==> src/hw/rtl/krq_pkg.sv <==
// Package for the keyed retransmit queue: field widths, operation and status codes,
// the entry type and the control bundle that drives each queue cell.
// No dependencies.
package krq_pkg;

    localparam int SEQ_W     = 16;
    localparam int TIME_W    = 32;
    localparam int ELAPSED_W = TIME_W + 1;

    typedef enum logic [1:0] {
        MODE_PUSH   = 2'd0,
        MODE_POP    = 2'd1,
        MODE_REMOVE = 2'd2,
        MODE_LOOKUP = 2'd3
    } mode_t;

    typedef enum logic [1:0] {
        ST_OK        = 2'd0,
        ST_FULL      = 2'd1,
        ST_EMPTY     = 2'd2,
        ST_NOT_FOUND = 2'd3
    } status_t;

    typedef struct packed {
        logic [SEQ_W-1:0]  seq;
        logic [TIME_W-1:0] send_time;
        logic [TIME_W-1:0] timeout;
    } entry_t;

    // Broadcast to every cell; occupied and tail are worked out per cell.
    typedef struct packed {
        logic             eval;
        logic             commit;
        mode_t            mode;
        logic [SEQ_W-1:0] key;
        logic             occupied;
        logic             tail;
    } cell_ctl_t;

endpackage

==> src/hw/rtl/krq_cell.sv <==
// One queue cell: holds a single entry, loaded by a push at the tail, compares it with
// the broadcast key and takes its neighbour's entry when a gap closes. Depends on krq_pkg.
module krq_cell
    import krq_pkg::*;
(
    input  logic      clk,
    input  logic      rst_n,
    input  cell_ctl_t ctl,
    input  logic      seen_in,
    output logic      seen_out,
    input  entry_t    next_entry,
    input  entry_t    new_entry,
    output entry_t    entry,
    output logic      hit
);

    entry_t entry_reg;
    logic   hit_reg;
    logic   shift_reg;
    logic   load_reg;
    logic   match;

    // A cell is the oldest match when it matches and no earlier cell did.
    assign match    = ctl.occupied && (entry_reg.seq == ctl.key);
    assign seen_out = seen_in | match;

    always_ff @(posedge clk or negedge rst_n)
    begin
        if (!rst_n)
        begin
            hit_reg   <= 1'b0;
            shift_reg <= 1'b0;
            load_reg  <= 1'b0;
        end
        else if (ctl.eval)
        begin
            hit_reg   <= (ctl.mode == MODE_LOOKUP) && match && !seen_in;
            shift_reg <= ((ctl.mode == MODE_POP) || (ctl.mode == MODE_REMOVE)) && seen_out;
            load_reg  <= (ctl.mode == MODE_PUSH) && ctl.tail;
        end
    end

    always_ff @(posedge clk)
    begin
        if (ctl.commit)
        begin
            if (load_reg)
            begin
                entry_reg <= new_entry;
            end
            else if (shift_reg)
            begin
                entry_reg <= next_entry;
            end
        end
    end

    assign entry = entry_reg;
    assign hit   = hit_reg;

endmodule

==> config.mk <==
export PLATFORM = sky130hd
export DESIGN_NAME = krq_cell
export DESIGN_NICKNAME = d
export VERILOG_FILES = /design/src/hw/rtl/krq_pkg.sv /design/src/hw/rtl/krq_cell.sv
export SDC_FILE = /design/constraint.sdc
export NUM_CORES = 1
export LEC_CHECK = 0
export BUFFER_PORTS_ARGS = -buffer_cell sky130_fd_sc_hd__clkbuf_2
export CAP_MARGIN = 20
export CELL_PAD_IN_SITES_DETAIL_PLACEMENT = 1
export CELL_PAD_IN_SITES_GLOBAL_PLACEMENT = 1
export CORE_ASPECT_RATIO = 0.8
export CORE_MARGIN = 2
export CORE_UTILIZATION = 31
export CTS_BUF_LIST = sky130_fd_sc_hd__clkbuf_16
export DETAILED_ROUTE_END_ITERATION = 6
export HOLD_SLACK_MARGIN = 0.06
export MAX_ROUTING_LAYER = met4
export PLACE_DENSITY = 0.91
export SYNTH_ARGS = -nofsm -noshare
export SYNTH_HDL_FRONTEND = slang
export SYNTH_SLANG_ARGS = --single-unit
==> constraint.sdc <==
create_clock -name clk -period 3.36 [get_ports clk]
set_input_delay 0.504 -clock clk [delete_from_list [all_inputs] [get_ports clk]]
set_output_delay 0.504 -clock clk [all_outputs]
set_load 0.05 [all_outputs]
==> results.md <==
- DRC Markers: 0
- Status: finished, final reports clean
- Die Y: 102.1 um
- Grt met3 use: 4.607%
- Cts repair resizes: 0
- Ports: approximately 270
- Min-delay src: ctl[0]
- Vias post-DR: 2,882
- Required @ worst endpoint: 2.86 ns
- # setup viols final: 0
- Final Cell Area: 5530 um^2
- Post-DRT Antenna Nets: 0
- Critical R2R Launch: load_reg
- Post-synth ARST share: 3.614%
- Leak: 2.448 nW
- Worst hold path type: in2reg
- Gate Count Post-Synth: about 210
- Hpwl dp: 8903 um
- Starting density of the core: approximately 32%
- Total grt overflow: 0
- Syn Area/Cell: 17.58 um^2
- Layout cells sized above 1: between 70% and 80%
- Final critical-path share of the clock period: 70.85%
- Final GP Congestion: 0.8122
- Max reg flops: 80
- Ys flop type: edfxtp_1
- Final #Nets: 670
- Setup_tns: 0 ns
- Synth area leader: edfxtp_1
- Number of synthesized flops with an enable pin: 80
- Worst-path fanout max: 3
- Initial DRT Pass Iterations: 4
- WS Path Type: reg2out
- # diodes: 0
- Reg2Reg Capture Point: entry[12]
- Die area: 12,920 um^2
- Core Area: 11,600 um^2
- CP max stage delay: 0.42 ns
- Hold EP: load_reg
- Routed vias/inst: 4.539
- Die Wd: 126.6 um
- Clock transition at the registers of the reported paths: 0.06 ns
- Initial antenna violation count: 0
- Largest cells by area after synthesis: edfxtp_1 (64%), mux2_2 (24%), xor2_1 (3.5%)
- RSZ-0062 raised after global routing: false
- Synth top area share: 64.47%
- CP arrival: roughly 1.9 ns
- Row count: 35
- Setup crit end kind: primary output
- Vias in the first global route: 3,212
- Hold path depth: 3
- Cells on worst reg2reg path: 2
- Slew Limit Fails: 0
- Yosys warnings: 0
- CTS Buf Count: 9
- Syn nets: 399
- GRT Max-Usage Layer: met2
- Worst setup SP type: register
- Pin count of the biggest net entering global routing: between 40 and 50
- Met1 usage: between 10% and 20%
- Post-place instance area: 5236 um^2
- Minimum clock period: 2.381 ns
- Least-Margin Pin Slew: approximately 0.57 ns
- CTS tree: built
- R2r setup slk: 1.32 ns
- Skew-Pair Late Insertion Delay: around 0.33 ns
- Commonest cells in the netlist: edfxtp_1 (80), mux2_2 (80), xor2_1 (15)
- Max Fclk: 420.1 MHz
- Clk buf depth: 2
- Global-route wire length before repair: 16,370 um
- Number of DRC markers in iteration 0: 96
- Total Wirelength: 11,030 um
- H-Tree Depth: 3
- Mapped cell area: 3726 um^2
- Avg WL per Cell: 17.37 um
- Power Dens Cells: 494.1 nW/um^2
- Slowest-stage cell, CP: edfxtp_1
- Worst IR Drop VDD: 0.0002913 V
- Port bufs: between 200 and 300
- Post-synth cell types: 22
- Final hold vios: 0
- Seq/Total Area, Yosys: between 60% and 70%
- Worst Clk Skew: between 0.008 and 0.009 ns
- CTS sink cnt: 83
- FF+latch count, synth: 83
- CTS root buf: clkbuf_16
- Syn-to-layout area delta: 48.42%
- GRT Overall Usage: roughly 17%
- Met2 usage: ~31%
- Final Util: 47.65%
- Slew HR: 61.73%
- Crit-path cells: xor2_1, nor4_4, nand2_1, o21bai_1, clkbuf_2
- Max_cap viols: 0
[kinds of logic (layout without fill, tap and decap cells)]
family / count (synthesis) / in the layout / synth area share, %
flip-flops: 83 / 83 / 66.49
AO/OA/AOI/OAI: 6 / 6 / 1.007
AND/OR/NAND/NOR: 12 / 12 / 2.283
adder cells (fa/ha/maj): 2 / 2 / 0.6715
buffers and inverters: 13 / 288 / 1.612
multiplexers: 80 / 80 / 24.18
XOR/XNOR: 16 / 16 / 3.761
[critical path: cells and delay by family, from the launching register on]
family,cells,cell delay (ns)
compound gates,1,0.16
xor+xnor,1,0.19
buf+inv,1,0.30
flops,1,0.42
simple gates,2,0.49
[routing by layer]
| metal | wire [um] | vias to the layer above |
|---|---|---|
| met1 | 4077 | 1358 |
| li1 | - | 1351 |
| met3 | 812 | 20 |
| met4 | 257 | 0 |
| met5 | 0 | - |
| met2 | 5882 | 153 |
[worst max-delay path by stage]
stage	endpoint	from	slack, ns
after global routing	seen_out	entry[74]	0.80
final	seen_out	entry[72]	0.98
after CTS	seen_out	entry[72]	0.97
after global placement	seen_out	ctl[10]	1.17
after floorplan	entry[0]	load_reg	0.38
after detailed placement	seen_out	ctl[12]	1.14
[placed cells by master, fill, tap and decap left out, types with 2 or more instances in the layout]
| master | netlist | layout |
|---|---|---|
| clkbuf_16 | 0 | 9 |
| clkbuf_2 | 0 | 266 |
| clkinv_2 | 0 | 2 |
| clkinvlp_4 | 0 | 2 |
| dfrtp_1 | 3 | 2 |
| edfxtp_1 | 80 | 80 |
| ha_1 | 2 | 2 |
| inv_1 | 4 | 5 |
| mux2_2 | 80 | 80 |
| nand3_1 | 2 | 2 |
| nand4_1 | 2 | 2 |
| nor2b_1 | 2 | 2 |
| nor4_1 | 2 | 2 |
| xor2_1 | 15 | 15 |
[power breakdown]
group	switching, W	internal, W	total, W	leakage, nW
combinational	0.000330	0.000201	0.000531	1.53
clock	0.000384	0.000566	0.000950	0.138
sequential	0.0000316	0.00122	0.00125	0.778
total	0.000746	0.00199	0.00273	2.45
[per-stage QoR]
stage / worst slack [ns] / instances / hold slack [ns] / power [W]
2_1_floorplan: 0.3768 / 212 / 0.2084 / 0.001606
3_3_place_gp: 1.174 / 619 / 0.3026 / 0.001788
3_5_place_dp: 1.138 / 619 / 0.3064 / 0.001810
4_1_cts: 0.9662 / 635 / 0.4486 / 0.002778
5_1_grt: 0.8046 / 635 / 0.4661 / 0.002847
6_report: 0.9794 / 635 / 0.4592 / 0.002733
[what timing repair did]
action                                 CTS  global route
endpoints found under the hold margin    3             0
hold buffers                             1             0
buffers inserted                         0             0
[area by class of cell]
| class | instances | area [um^2] |
|---|---|---|
| flip-flops and latches | 83 | 2481 |
| clock buffers | 9 | 225.2 |
| clock inverters | 6 | 58.81 |
| inverters | 4 | 15.01 |
| well taps | 148 | 185.2 |
| fillers | 1276 | 6075 |
| multi-input cells | 116 | 1196 |
| repair buffers | 269 | 1369 |
(Power assumes the default switching activity.)
